## src/hdl/prtd_pkg.sv

```systemverilog
package prtd_pkg;

	localparam int CFG_W = 7;
	localparam int BYTE_W = 8;
	localparam int OFF_W = 14;
	localparam int LEN_W = 13;
	localparam int KIND_W = 2;
	localparam int RUN_W = 8;
	localparam int PLANE_W = 3;
	localparam int CHAN_W = 2;
	localparam int CHANNELS = 4;

	localparam logic [CFG_W-1:0] SIDE_RESET = 7'd64;
	localparam logic [6:0] COUNT_MASK = 7'h7f;
	localparam int REPEAT_BIT = 7;

	// Register indexes on the configuration port.
	localparam logic REG_TILE_WIDTH = 1'b0;
	localparam logic REG_TILE_HEIGHT = 1'b1;

	localparam logic [KIND_W-1:0] KIND_DATA = 2'd0;
	localparam logic [KIND_W-1:0] KIND_OVERRUN = 2'd1;
	localparam logic [KIND_W-1:0] KIND_END = 2'd2;

	typedef enum logic [1:0] {
		PH_HEADER,
		PH_REPEAT,
		PH_LITERAL
	} phase_t;

	typedef struct packed {
		logic [OFF_W-1:0] offset;
		logic [LEN_W-1:0] length;
		logic [BYTE_W-1:0] value;
		logic [KIND_W-1:0] kind;
		logic done;
	} res_t;

endpackage

```

## src/hdl/planar_rle_tile_decoder.sv

```systemverilog
// Channel  Handshake              Payload
// in       in_valid/in_ready      data_byte, last_byte
// out      out_valid/out_ready    dest_offset, run_length, fill_value, run_kind, tile_done
// cfg      cfg_valid/cfg_ready    cfg_index, cfg_data
//
// One compressed byte is taken per cycle while in_ready is high; each byte yields at most one decoded run.
// A byte that ends the input is followed by one zero-fill run per plane still to be filled (up to
// four), since the single result path carries one run at a time; input is held until they are done.
// Results go through an output register and a skid register; input stalls while the skid
// register is occupied. After reset and after each register write, input is held while the
// registered plane size settles.
module planar_rle_tile_decoder #(
	parameter int MAX_TILE_SIDE = 64
) (
	input  logic clk,
	input  logic arst_n,
	input  logic in_valid,
	output logic in_ready,
	input  logic [prtd_pkg::BYTE_W-1:0] data_byte,
	input  logic last_byte,
	output logic out_valid,
	input  logic out_ready,
	output logic [prtd_pkg::OFF_W-1:0] dest_offset,
	output logic [prtd_pkg::LEN_W-1:0] run_length,
	output logic [prtd_pkg::BYTE_W-1:0] fill_value,
	output logic [prtd_pkg::KIND_W-1:0] run_kind,
	output logic tile_done,
	input  logic cfg_valid,
	output logic cfg_ready,
	input  logic cfg_index,
	input  logic [prtd_pkg::CFG_W-1:0] cfg_data
);

	localparam int SIDE_W = $clog2(MAX_TILE_SIDE + 1);
	localparam int CMP_W = (SIDE_W > prtd_pkg::CFG_W) ? SIDE_W : prtd_pkg::CFG_W;
	localparam int PIX_W = 2 * SIDE_W;
	localparam int RW = (PIX_W > 9) ? PIX_W : 9;
	localparam int WIDE_W = PIX_W + prtd_pkg::CHAN_W;
	localparam logic [prtd_pkg::PLANE_W-1:0] PLANES = prtd_pkg::PLANE_W'(prtd_pkg::CHANNELS);
	localparam logic [prtd_pkg::PLANE_W-1:0] PLANE_LAST =
		prtd_pkg::PLANE_W'(prtd_pkg::CHANNELS - 1);

	logic [prtd_pkg::CFG_W-1:0] tile_width_q, tile_height_q;
	logic [PIX_W-1:0] psize_q;
	logic cfg_hold_q;
	logic fill_q, nxt_fill;
	prtd_pkg::phase_t phase_q, nxt_phase;
	logic [prtd_pkg::RUN_W-1:0] run_q, nxt_run;
	logic [prtd_pkg::PLANE_W-1:0] plane_q, nxt_plane;
	logic [PIX_W-1:0] pix_q, nxt_pix;

	logic [CMP_W-1:0] w_ext, h_ext;
	logic [SIDE_W-1:0] side_w, side_h;
	logic [PIX_W-1:0] room, pix_step;
	logic [RW-1:0] count_ext, room_ext;
	logic [prtd_pkg::CHAN_W-1:0] chan;
	logic [WIDE_W-1:0] offset_wide;
	logic cfg_fire, in_fire, push, pop;
	prtd_pkg::res_t res;
	prtd_pkg::res_t out_q, skid_q;
	logic out_valid_q, skid_valid_q;

	assign cfg_ready = 1'b1;
	assign cfg_fire = cfg_valid;
	assign in_ready = !skid_valid_q && !fill_q && !cfg_hold_q;
	assign in_fire = in_valid && in_ready;
	assign pop = out_valid_q && out_ready;

	// Plane size from the clamped sides, registered to keep the multiplier off the decode path.
	always_comb begin
		w_ext = CMP_W'(tile_width_q);
		h_ext = CMP_W'(tile_height_q);
		if (w_ext == '0) begin
			side_w = SIDE_W'(1);
		end else if (w_ext > CMP_W'(MAX_TILE_SIDE)) begin
			side_w = SIDE_W'(MAX_TILE_SIDE);
		end else begin
			side_w = SIDE_W'(w_ext);
		end
		if (h_ext == '0) begin
			side_h = SIDE_W'(1);
		end else if (h_ext > CMP_W'(MAX_TILE_SIDE)) begin
			side_h = SIDE_W'(MAX_TILE_SIDE);
		end else begin
			side_h = SIDE_W'(h_ext);
		end
	end

	always_ff @(posedge clk) begin
		psize_q <= PIX_W'(side_w) * PIX_W'(side_h);
	end

	always_ff @(posedge clk or negedge arst_n) begin
		if (!arst_n) begin
			tile_width_q <= prtd_pkg::SIDE_RESET;
			tile_height_q <= prtd_pkg::SIDE_RESET;
			cfg_hold_q <= 1'b1;
		end else begin
			cfg_hold_q <= cfg_fire;
			if (cfg_fire && cfg_index == prtd_pkg::REG_TILE_WIDTH) begin
				tile_width_q <= cfg_data;
			end
			if (cfg_fire && cfg_index == prtd_pkg::REG_TILE_HEIGHT) begin
				tile_height_q <= cfg_data;
			end
		end
	end

	always_comb begin
		nxt_phase = phase_q;
		nxt_run = run_q;
		nxt_plane = plane_q;
		nxt_pix = pix_q;
		nxt_fill = fill_q;
		push = 1'b0;
		room = psize_q - pix_q;
		room_ext = RW'(room);
		count_ext = RW'({1'b0, data_byte[6:0] & prtd_pkg::COUNT_MASK}) + RW'(1);
		chan = prtd_pkg::CHAN_W'(prtd_pkg::CHANNELS - 1) - plane_q[prtd_pkg::CHAN_W-1:0];
		offset_wide = (WIDE_W'(pix_q) << prtd_pkg::CHAN_W) | WIDE_W'(chan);
		pix_step = pix_q + PIX_W'(run_q);
		res.offset = prtd_pkg::OFF_W'(offset_wide);
		res.length = prtd_pkg::LEN_W'(room);
		res.value = '0;
		res.kind = prtd_pkg::KIND_END;
		res.done = 1'b0;

		if (cfg_fire) begin
			nxt_phase = prtd_pkg::PH_HEADER;
			nxt_run = '0;
			nxt_plane = '0;
			nxt_pix = '0;
			nxt_fill = 1'b0;
		end else if (fill_q) begin
			// One zero-fill transaction per plane left at end of input.
			if (!skid_valid_q) begin
				push = 1'b1;
				res.done = (plane_q == PLANE_LAST);
				if (plane_q == PLANE_LAST) begin
					nxt_phase = prtd_pkg::PH_HEADER;
					nxt_run = '0;
					nxt_plane = '0;
					nxt_pix = '0;
					nxt_fill = 1'b0;
				end else begin
					nxt_plane = plane_q + 1'b1;
					nxt_pix = '0;
				end
			end
		end else if (in_fire) begin
			if (plane_q < PLANES) begin
				case (phase_q)
					prtd_pkg::PH_REPEAT: begin
						push = 1'b1;
						res.length = prtd_pkg::LEN_W'(run_q);
						res.value = data_byte;
						res.kind = prtd_pkg::KIND_DATA;
						nxt_pix = pix_step;
						nxt_run = '0;
						nxt_phase = prtd_pkg::PH_HEADER;
						if (pix_step >= psize_q) begin
							nxt_plane = plane_q + 1'b1;
							nxt_pix = '0;
						end
					end
					prtd_pkg::PH_LITERAL: begin
						push = 1'b1;
						res.length = prtd_pkg::LEN_W'(1);
						res.value = data_byte;
						res.kind = prtd_pkg::KIND_DATA;
						nxt_pix = pix_q + PIX_W'(1);
						if (run_q != '0) begin
							nxt_run = run_q - 1'b1;
						end
						if (run_q <= prtd_pkg::RUN_W'(1)) begin
							nxt_phase = prtd_pkg::PH_HEADER;
							if (pix_q + PIX_W'(1) >= psize_q) begin
								nxt_plane = plane_q + 1'b1;
								nxt_pix = '0;
								nxt_run = '0;
							end
						end
					end
					default: begin
						if (count_ext > room_ext) begin
							// Run would spill past the plane: zero the rest and move on.
							push = 1'b1;
							res.kind = prtd_pkg::KIND_OVERRUN;
							nxt_plane = plane_q + 1'b1;
							nxt_pix = '0;
							nxt_run = '0;
							nxt_phase = prtd_pkg::PH_HEADER;
						end else begin
							nxt_phase = data_byte[prtd_pkg::REPEAT_BIT] ?
								prtd_pkg::PH_REPEAT : prtd_pkg::PH_LITERAL;
							nxt_run = prtd_pkg::RUN_W'(count_ext);
						end
					end
				endcase
			end
			res.done = (nxt_plane == PLANES);
			if (last_byte) begin
				if (nxt_plane < PLANES) begin
					nxt_fill = 1'b1;
				end else begin
					nxt_phase = prtd_pkg::PH_HEADER;
					nxt_run = '0;
					nxt_plane = '0;
					nxt_pix = '0;
				end
			end
		end
	end

	always_ff @(posedge clk or negedge arst_n) begin
		if (!arst_n) begin
			phase_q <= prtd_pkg::PH_HEADER;
			run_q <= '0;
			plane_q <= '0;
			pix_q <= '0;
			fill_q <= 1'b0;
		end else begin
			phase_q <= nxt_phase;
			run_q <= nxt_run;
			plane_q <= nxt_plane;
			pix_q <= nxt_pix;
			fill_q <= nxt_fill;
		end
	end

	// Output register with a skid register behind it; a push only happens when the skid is empty.
	always_ff @(posedge clk or negedge arst_n) begin
		if (!arst_n) begin
			out_valid_q <= 1'b0;
			skid_valid_q <= 1'b0;
		end else begin
			if (push) begin
				if (!out_valid_q || pop) begin
					out_valid_q <= 1'b1;
				end else begin
					skid_valid_q <= 1'b1;
				end
			end else if (pop) begin
				out_valid_q <= skid_valid_q;
				skid_valid_q <= 1'b0;
			end
		end
	end

	always_ff @(posedge clk) begin
		if (push) begin
			if (!out_valid_q || pop) begin
				out_q <= res;
			end else begin
				skid_q <= res;
			end
		end else if (pop && skid_valid_q) begin
			out_q <= skid_q;
		end
	end

	assign out_valid = out_valid_q;
	assign dest_offset = out_q.offset;
	assign run_length = out_q.length;
	assign fill_value = out_q.value;
	assign run_kind = out_q.kind;
	assign tile_done = out_q.done;

endmodule

```

## config.mk

```make
export PLATFORM = sky130hd
export DESIGN_NAME = planar_rle_tile_decoder
export DESIGN_NICKNAME = d
export VERILOG_FILES = /design/src/hdl/prtd_pkg.sv /design/src/hdl/planar_rle_tile_decoder.sv
export SDC_FILE = /design/constraint.sdc
export NUM_CORES = 1
export LEC_CHECK = 0
export BUFFER_PORTS_ARGS = -buffer_cell sky130_fd_sc_hd__buf_2
export CAP_MARGIN = 0
export CELL_PAD_IN_SITES_DETAIL_PLACEMENT = 0
export CELL_PAD_IN_SITES_GLOBAL_PLACEMENT = 1
export CORE_UTILIZATION = 49
export DETAILED_ROUTE_END_ITERATION = 16
export PLACE_DENSITY_LB_ADDON = 0.1
export SLEW_MARGIN = 25
export SYNTH_ARGS = -nofsm -noshare
export SYNTH_HDL_FRONTEND = slang
export SYNTH_SLANG_ARGS = --single-unit
```

## constraint.sdc

```tcl
create_clock -name clk -period 7.5 [get_ports clk]
set_input_delay 0.375 -clock clk [delete_from_list [all_inputs] [get_ports clk]]
set_output_delay 0.375 -clock clk [all_outputs]
set_load 0.05 [all_outputs]
```

==> results_dict.tcl, run 1 <==
set metrics [dict create \
    status "completed" \
    grt_pass1_wl_mm 37.8 \
    num-fill-cells 1748 \
    synth_area_mm2 0.00959 \
    num_rows 50 \
    async_flop_share 0.333 \
    tns_ps 0 \
    finalMaxSlewViolations 0 \
    tightest_slew_ps 984 \
    post_cts_buffers 0 \
    synth-main-ff-cell "edfxtp_1" \
    place_area_mm2 0.0102 \
    grt_use_total 0.247 \
    initial_core_util 0.506 \
    path_class "flip-flop to flip-flop" \
    period_needed_ps 5130 \
    final_cells 1313 \
    clk_latency_ps 430 \
    finalHoldViolations 0 \
    grt_start_max_net_pins 46 \
    netlist-cell-type-count 75 \
    hold_buffers 0 \
    syn_area_per_cell_um2 9.80 \
    rsz0062_at_grt "false" \
    area.growth.synth_to_final_pct 12.7 \
    powerDensity_mw_per_mm2 279 \
    vias_per_cell 5.52 \
    grt_antenna_before_repair 0 \
    setup_viol 0 \
    fin_crit_sh 0.684 \
    h-tree-depth 4 \
    boundaryPins 63 \
    met2_usage 0.402 \
    dp_hpwl_mm 17.7 \
    cp.required_ps 7860 \
    cp.arrival_ps 5490 \
    dr.pass1.iters 5 \
    finalPower_w 0.00301 \
    hold_path_class "input port to async pin" \
    syn_nets 1124 \
    die_y_um 142 \
    finalClockSkew_ps 12.6 \
    ff2ff_path_depth 17 \
    finalInstanceArea_mm2 0.0108 \
    yosysWarnings 0 \
    irDropWorstVdd_mv 0.163 \
    grt_pass1_vias 7106 \
    max_cap_violations 0 \
    r2r_slack_ps 2370 \
    synthCells 978 \
    cts_made_buffers 17 \
    clock_path_buffers 2 \
    wl_mm 23.1 \
    die-area_mm2 0.0201 \
    rr_startpoint "tile_width_q[4]$_DFFE_PN0P_" \
    drc 0 \
    dp.cells 1281 \
    synth_edf_count 76 \
    start_kind "flip-flop" \
    grt_overflow 0 \
    wl_per_cell_um 17.6 \
    globalRouteMet1Util 0.339 \
    core_mm2 0.0190 \
    synth-seq-area-share 0.385 \
    fin_hold_ws_ps 60.4 \
    cts-resized-gates 0 \
    final_layout_size_suffix_gt1_frac 0.136 \
    portBuffers 61 \
    final_net_count 1186 \
    max_freq_mhz 195 \
    leakagePower_nw 4.79 \
    ys_seq_elements 135 \
    place_congestion 0.889 \
    ant_nets 0 \
    cp_max_fo 7 \
    cts_tree "yes" \
    first_iter_violations 463 \
    clkTransAtPathRegs_ps 70 \
    clock_sink_count 135 \
    slew_headroom 0.344 \
    grt.met3_usage 0.0341 \
    die_w_um 142 \
    cts.root.buffer_cell "clkbuf_16" \
    vias 7245 \
    antenna_cells 0 \
    endpoint_kind "flip-flop" \
    rr_endpoint "psize_q[13]$_DFF_P_" \
    grt_most_used_layer "met2" \
]
cells in the mapped netlist, drive strengths merged, types with 7 or more instances:
cell type,instances,share of area
inv,98,0.038
nand4,8,0.0052
nand2,85,0.034
dfrtp,42,0.11
o21ai,52,0.028
a32o,14,0.015
xor2,16,0.015
mux2,17,0.021
nor2b,12,0.0078
nand3,26,0.014
ha,98,0.13
dfxtp,14,0.029
clkbuf,17,0.0068
o22ai,7,0.0046
o21a,7,0.0055
buf,9,0.0063
nor2,90,0.035
nor3,15,0.0078
a21oi,56,0.031
or2,7,0.0046
fa,26,0.054
xnor2,37,0.034
and2,25,0.016
and3,8,0.0052
a22o,15,0.014
a21o,21,0.016
edfxtp,76,0.24
worst max-delay path by stage:
stage	from	endpoint	slack, ps	depth (start not counted)
6_report	tile_width_q[4]$_DFFE_PN0P_	psize_q[13]$_DFF_P_	2370	17
5_1_grt	pix_q[0]$_DFFE_PN0P_	skid_q[28]$_DFFE_PP_	2060	15
4_1_cts	tile_width_q[4]$_DFFE_PN0P_	psize_q[13]$_DFF_P_	2350	17
3_5_place_dp	tile_width_q[4]$_DFFE_PN0P_	psize_q[13]$_DFF_P_	2420	17
3_3_place_gp	tile_width_q[4]$_DFFE_PN0P_	psize_q[13]$_DFF_P_	2470	17
2_1_floorplan	pix_q[0]$_DFFE_PN0P_	dest_offset[0]$_DFFE_PP_	1800	16
stage by stage:
step	utilization	setup WS, ps
6_report	0.570	2370
5_1_grt	0.570	2060
4_1_cts	0.570	2350
3_5_place_dp	0.537	2420
3_3_place_gp	0.536	2470
2_1_floorplan	-	1800
per-layer routing:
metal  part of all wire  vias to the layer above
met5                  0                        -
li1                   -                     3599
met2               0.47                      160
met1               0.48                     3459
met4              0.017                        0
met3              0.036                       27
state kept, by name (all words and copies together) (netlist names), 2 cells and up:
name          flops
run_q             8
pix_q            14
dest_offset      14
psize_q          14
phase_q           2
h_ext             7
tile_width_q      7
plane_q           3
skid_q           38
run_length       13
run_kind          2
fill_value        8
cell families after synthesis:
logic type	share of synthesized area
and+or+nand+nor	0.142
AOI/OAI and AO/OA	0.169
DFF	0.385
adders and majority gates	0.182
buffers and inverters	0.0514
xor gates and xnor gates	0.0492
muxes	0.0211
other	0.000391
area by class of cell:
type                            count  area, um2  share of cell area
Clock buffer                       18        429              0.0397
Sequential cell                   135       3690               0.342
Clock inverter                     14        189              0.0175
Tap cell                          260        325              0.0301
Timing Repair Buffer               69        385              0.0357
Multi-Input combinational cell    719       5420               0.501
Inverter                           98        368              0.0340
layout by cell type (no fill, tap or decap), types with 6 or more instances in the layout:
| cell | netlist | layout |
|---|---|---|
| o22ai_1 | 7 | 7 |
| fa_1 | 26 | 26 |
| nor2b_1 | 12 | 12 |
| o21ai_0 | 47 | 47 |
| o2bb2ai_1 | 6 | 6 |
| buf_4 | 1 | 7 |
| buf_2 | 6 | 61 |
| dfxtp_1 | 14 | 14 |
| inv_1 | 98 | 98 |
| o21bai_1 | 6 | 6 |
| and2_1 | 25 | 24 |
| a22o_1 | 15 | 15 |
| nand2_1 | 83 | 83 |
| a21o_1 | 21 | 21 |
| a32o_1 | 14 | 14 |
| and3_1 | 8 | 8 |
| mux2_2 | 14 | 14 |
| nor2_1 | 90 | 90 |
| or2_2 | 6 | 6 |
| a21oi_1 | 54 | 53 |
| nand3_1 | 26 | 26 |
| nand2b_1 | 6 | 6 |
| nor3_1 | 15 | 15 |
| xor2_1 | 15 | 15 |
| nand4_1 | 8 | 8 |
| clkbuf_16 | 0 | 17 |
| xnor2_1 | 37 | 37 |
| edfxtp_1 | 76 | 76 |
| ha_1 | 98 | 98 |
| dfrtp_1 | 42 | 42 |
| o21a_1 | 7 | 7 |
power by group:
part | switching (W) | leakage [nW] | internal, W
Sequential | 0.0000659 | 1.42 | 0.000871
Combinational | 0.000738 | 3.06 | 0.000443
Clock | 0.000358 | 0.302 | 0.000534
critical path: stages (launching register included):
cell,delay [ps]
dfrtp_1,420
or4_1,520
nor2_1,100
o21ai_1,170
inv_1,110
nand2_1,80
fa_1,510
fa_1,550
inv_1,60
fa_1,520
fa_1,500
ha_1,350
a21oi_1,210
nor2b_1,70
o21a_1,180
o31a_1,250
o41ai_1,310
xnor2_1,160
No activity file was read; power rests on OpenSTA's default activity.
==> run 2: changes to the inputs <==
Clock period 7.5 ns to 4.8 ns, I/O delays scaled along.
==> run 2 against run 1 <==
  * Utilization is 2.3 points higher
  * Cell count is 2.7% higher
  * Clock power is 56% higher
  * Maximum frequency is 9.6% higher
  * Critical path type unchanged
  * Largest cell class unchanged
  * Worst hold slack worse by 15 ps
==> results_dict.tcl, run 2 (synthesis results as in run 1) <==
set metrics [dict create \
    status "completed" \
    cp_max_fo 6 \
    tightest_slew_ps 744 \
    leakagePower_nw 4.98 \
    grt_antenna_before_repair 0 \
    hold_path_class "input port to flip-flop" \
    first_iter_violations 497 \
    final_common_cell "inv_1" \
    finalMaxSlewViolations 0 \
    drc 0 \
    clk_latency_ps 440 \
    endpoint_kind "flip-flop" \
    grt_pass1_vias 7179 \
    clkTransAtPathRegs_ps 70 \
    finalClockSkew_ps 16.1 \
    finalHoldViolations 0 \
    finish.utilization 0.593 \
    start_kind "flip-flop" \
    final_layout_size_suffix_gt1_frac 0.181 \
    slew_headroom 0.504 \
    largest-register "skid_q" \
    ff2ff_path_depth 17 \
    vias_per_cell 5.49 \
    die_y_um 142 \
    tns_ps 0 \
    vias 7399 \
    clock_sink_count 135 \
    max_stage_delay_ps 580 \
    cts.root.buffer_cell "clkbuf_16" \
    rsz0062_at_grt "true" \
    antenna_cells 0 \
    final_net_count 1221 \
    grt_pass1_wl_mm 37.4 \
    irDropWorstVdd_mv 0.288 \
    cts_made_buffers 17 \
    h-tree-depth 4 \
    cts_tree "yes" \
    hold_depth 2 \
    largest_reg_flops 38 \
    seqCellArea_mm2 0.00369 \
    crit_path_top_delay_cell "dfstp_2" \
    path_class "flip-flop to flip-flop" \
    fin_crit_sh 0.974 \
    multi_input_area_mm2 0.00553 \
    ant_nets 0 \
    fin_hold_ws_ps 45.7 \
    period_needed_ps 4680 \
    core_mm2 0.0190 \
    boundaryPins 63 \
    grt_overflow 0 \
    grt_use_total 0.244 \
    num_rows 50 \
    place_ws_ps -14.1 \
    grt_start_max_net_pins 46 \
    max_freq_mhz 214 \
    area.growth.synth_to_final_pct 17.1 \
    path_cells "clkinvlp_4, nand2_2, nor2_2, and2_4, fa_1, inv_1, fa_1, inv_1, fa_1, fa_1, ha_4, a21oi_4, nor2b_1, o21a_1, o31a_1, o41ai_2, xnor2_1" \
    cp.arrival_ps 4980 \
    dp_hpwl_mm 17.6 \
    wl_per_cell_um 17.5 \
    finalPower_w 0.00482 \
    powerDensity_mw_per_mm2 429 \
    initial_core_util 0.506 \
    r2r_slack_ps 120 \
    cp_common_cell "fa_1" \
    die-area_mm2 0.0201 \
    wl_mm 23.5 \
    place_congestion 0.900 \
    portBuffers 61 \
    setup_viol 0 \
    final_cell_mix "96 x inv_1, 94 x ha_1, 88 x nor2_1" \
    die_w_um 142 \
    dr.pass1.iters 5 \
    num-fill-cells 1696 \
    setup_ws_ps 124 \
    cp.required_ps 5110 \
    clock_path_buffers 2 \
    max_cap_violations 0 \
]
run 2: metal layers:
metal	vias to the layer above	share of wire	track usage	routed length (um)
met2	162	0.46	0.397	10800
met4	0	0.014	0.0651	336
met5	-	0	0	0
met3	30	0.041	0.0375	968
li1	3667	-	-	-
met1	3540	0.48	0.339	11400
run 2: worst paths after layout:
check | start | to
worst max-delay path | tile_width_q[6]$_DFFE_PN1P_ | psize_q[13]$_DFF_P_
worst min-delay path | cfg_data[4] | h_ext[4]$_DFFE_PN0P_
worst max register to register | tile_width_q[6]$_DFFE_PN1P_ | psize_q[13]$_DFF_P_
worst min register to register | skid_q[20]$_DFFE_PP_ | run_length[9]$_DFFE_PP_
max in group asynchronous | arst_n | run_q[1]$_DFFE_PN0P_
min in group asynchronous | arst_n | h_ext[4]$_DFFE_PN0P_
run 2: critical path: cells and delay by family (launching register included):
kind                     cells  cell delay (ps)
buffers and inverters        3              260
flip-flops                   1              580
XOR/XNOR                     1              120
AND/OR/NAND/NOR              4              390
AO/OA/AOI/OAI                4              900
adder cells (fa/ha/maj)      5             2290
run 2: through the flow:
| step | std cells | area, um2 |
|---|---|---|
| after global routing | 1348 | 11200 |
| after CTS | 1339 | 11100 |
| after detailed placement | 1304 | 10400 |
| after floorplan | 978 | 9610 |
| after global placement | 1304 | 10400 |
| final | 1348 | 11200 |
run 2: cell type report:
| type | count | share of cell area |
|---|---|---|
| clock buffer | 18 | 0.0382 |
| timing repair buffer | 104 | 0.0617 |
| sequential | 135 | 0.329 |
| clock inverter | 14 | 0.0166 |
| multi-input combinational | 719 | 0.493 |
| inverter | 98 | 0.0331 |
| tap | 260 | 0.0290 |
run 2: what timing repair did:
action	CTS	global route
endpoints found under the hold margin	44	0
pin swaps	0	14
endpoints found under the setup margin	1	28
setup buffers	0	8
gates cloned	0	1
gates resized for setup	2	22
hold buffers	3	0
run 2: report_power, final:
group	switching (W)	total (W)	internal (W)
registers	0.0000927	0.00145	0.00136
clock network	0.000562	0.00139	0.000833
logic	0.00119	0.00197	0.000780
==> run 3: changes to the inputs <==
Settings changed: BUFFER_PORTS_ARGS -buffer_cell sky130_fd_sc_hd__buf_2 to default, CORE_UTILIZATION 49 to 50, DONT_BUFFER_PORTS from default to 1, REMOVE_ABC_BUFFERS from default to 1, SLEW_MARGIN 25 to default.
==> run 3 against run 2 <==
  * Utilization decreased by 0.93 points
  * Via count down 3.1%
  * Worst hold slack lost 17 ps
  * Critical path depth is the same
  * Critical path type unchanged
  * Critical endpoint unchanged
  * Largest cell class unchanged
==> results_dict.tcl, run 3 (synthesis results as in run 1) <==
set metrics [dict create \
    status "completed" \
    clkTransAtPathRegs_ps 60 \
    fin_crit_sh 0.967 \
    grt_pass1_wl_mm 37.4 \
    die_y_um 140 \
    vias 7168 \
    largest_reg_flops 38 \
    path_class "flip-flop to flip-flop" \
    area.growth.synth_to_final_pct 14.2 \
    antenna_cells 0 \
    cp.arrival_ps 5000 \
    cp.required_ps 5160 \
    clock_path_buffers 2 \
    place_congestion 0.883 \
    max_stage_delay_ps 560 \
    grt_antenna_before_repair 0 \
    irDropWorstVdd_mv 0.283 \
    rr_endpoint "psize_q[13]$_DFF_P_" \
    leakagePower_nw 4.75 \
    largest-register "skid_q" \
    wl_per_cell_um 18.2 \
    min_from "last_byte" \
    place_ws_ps -56.7 \
    drc 0 \
    ff2ff_path_depth 17 \
    clock_sink_count 135 \
    cp_max_fo 2 \
    h-tree-depth 4 \
    crit_path_top_delay_cell "fa_1" \
    initial_core_util 0.511 \
    grt_overflow 0 \
    cts.root.buffer_cell "clkbuf_16" \
    final_net_count 1164 \
    setup_viol 0 \
    max_cap_violations 0 \
    dp_hpwl_mm 17.7 \
    tightest_slew_ps 907 \
    portBuffers 0 \
    die_w_um 140 \
    start_kind "flip-flop" \
    grt_use_total 0.247 \
    num_rows 50 \
    worstHoldEndpoint "plane_q[2]$_DFFE_PN0P_" \
    finalHoldViolations 0 \
    cts_tree "yes" \
    hold_depth 2 \
    final_cell_mix "97 x inv_1, 94 x ha_1, 88 x nor2_1" \
    final_layout_size_suffix_gt1_frac 0.123 \
    grt_start_max_net_pins 46 \
    boundaryPins 63 \
    period_needed_ps 4640 \
    vias_per_cell 5.67 \
    dr.pass1.iters 6 \
    seqCellArea_mm2 0.00369 \
    powerDensity_mw_per_mm2 435 \
    max_freq_mhz 215 \
    setup_ws_ps 157 \
    final_common_cell "inv_1" \
    num-fill-cells 1680 \
    slew_headroom 0.392 \
    cp_common_cell "fa_1" \
    clk_latency_ps 430 \
    crit_family "adder cells" \
    cts_made_buffers 17 \
    finalMaxSlewViolations 0 \
    finalClockSkew_ps 8.77 \
    hold_path_class "input port to flip-flop" \
    rr_startpoint "tile_width_q[4]$_DFFE_PN0P_" \
    endpoint_kind "flip-flop" \
    die-area_mm2 0.0197 \
    r2r_slack_ps 160 \
    path_cells "or4_1, nor2_1, o21ai_1, inv_1, nand2_1, fa_1, fa_1, inv_1, fa_1, fa_1, ha_4, a21oi_4, nor2b_1, o21a_1, o31a_1, o41ai_2, xnor2_1" \
    critPathBufInv 2 \
    grt_pass1_vias 7091 \
    finish.utilization 0.583 \
    ant_nets 0 \
    multi_input_area_mm2 0.00552 \
    first_iter_violations 350 \
    core_mm2 0.0188 \
    wl_mm 23.0 \
]
==> run 3: changes by cell type in the layout (fill, tap and decap cells not counted), sizes merged <==
cell and delta:
buf -64, dlygate4sd3 +8, inv -4, clkinv +3, clkbuf -1, clkinvlp +1
==> run 3: what timing repair did <==
action                     CTS  global route
setup buffers                0             5
hold buffers                12             0
setup endpoints to repair    2             6
hold endpoints to repair    65             0
pin swaps                    1            19
resized for setup            2            15
==> run 3: worst max-delay path by stage <==
stage	startpoint	endpoint	slack, ps	cells after the start
2_1_floorplan	pix_q[0]$_DFFE_PN0P_	dest_offset[0]$_DFFE_PP_	-870	15
3_3_place_gp	tile_width_q[4]$_DFFE_PN0P_	psize_q[13]$_DFF_P_	-8	17
3_5_place_dp	tile_width_q[4]$_DFFE_PN0P_	psize_q[13]$_DFF_P_	-60	17
4_1_cts	tile_width_q[4]$_DFFE_PN0P_	psize_q[12]$_DFF_P_	-10	20
5_1_grt	tile_width_q[6]$_DFFE_PN1P_	psize_q[12]$_DFF_P_	-20	20
6_report	tile_width_q[4]$_DFFE_PN0P_	psize_q[13]$_DFF_P_	160	17
==> run 3: report_power, final <==
| part | internal, W | switching (W) |
|---|---|---|
| Combinational | 0.000753 | 0.00113 |
| Sequential | 0.00136 | 0.000154 |
| Clock | 0.000822 | 0.000545 |
==> run 3: cell type report <==
cell class / instances / area share
Inverter: 98 / 0.0339
Clock inverter: 14 / 0.0160
Sequential cell: 135 / 0.337
Timing Repair Buffer: 47 / 0.0423
Tap cell: 234 / 0.0267
Multi-Input combinational cell: 719 / 0.505
Clock buffer: 18 / 0.0392
==> run 3: layer usage <==
metal / up-vias / share of wire / track usage
li1: 3566 / - / -
met1: 3425 / 0.47 / 0.329
met2: 146 / 0.47 / 0.406
met3: 31 / 0.039 / 0.0451
met4: 0 / 0.019 / 0.0812
met5: - / 0 / 0
==> run 3: through the flow <==
step | total power (W) | setup TNS [ps] | instance area (um2) | std cells | hold WS [ps]
6_report | 0.00476 | 0 | 10900 | 1265 | 28.6
2_1_floorplan | 0.00282 | -40110 | 9460 | 952 | -55.6
5_1_grt | 0.00506 | -26.6 | 10900 | 1265 | 29.7
3_5_place_dp | 0.00333 | -56.7 | 10100 | 1216 | -53.9
4_1_cts | 0.00473 | -10.8 | 10800 | 1260 | 22.6
3_3_place_gp | 0.00333 | -8.49 | 10100 | 1216 | -53.9
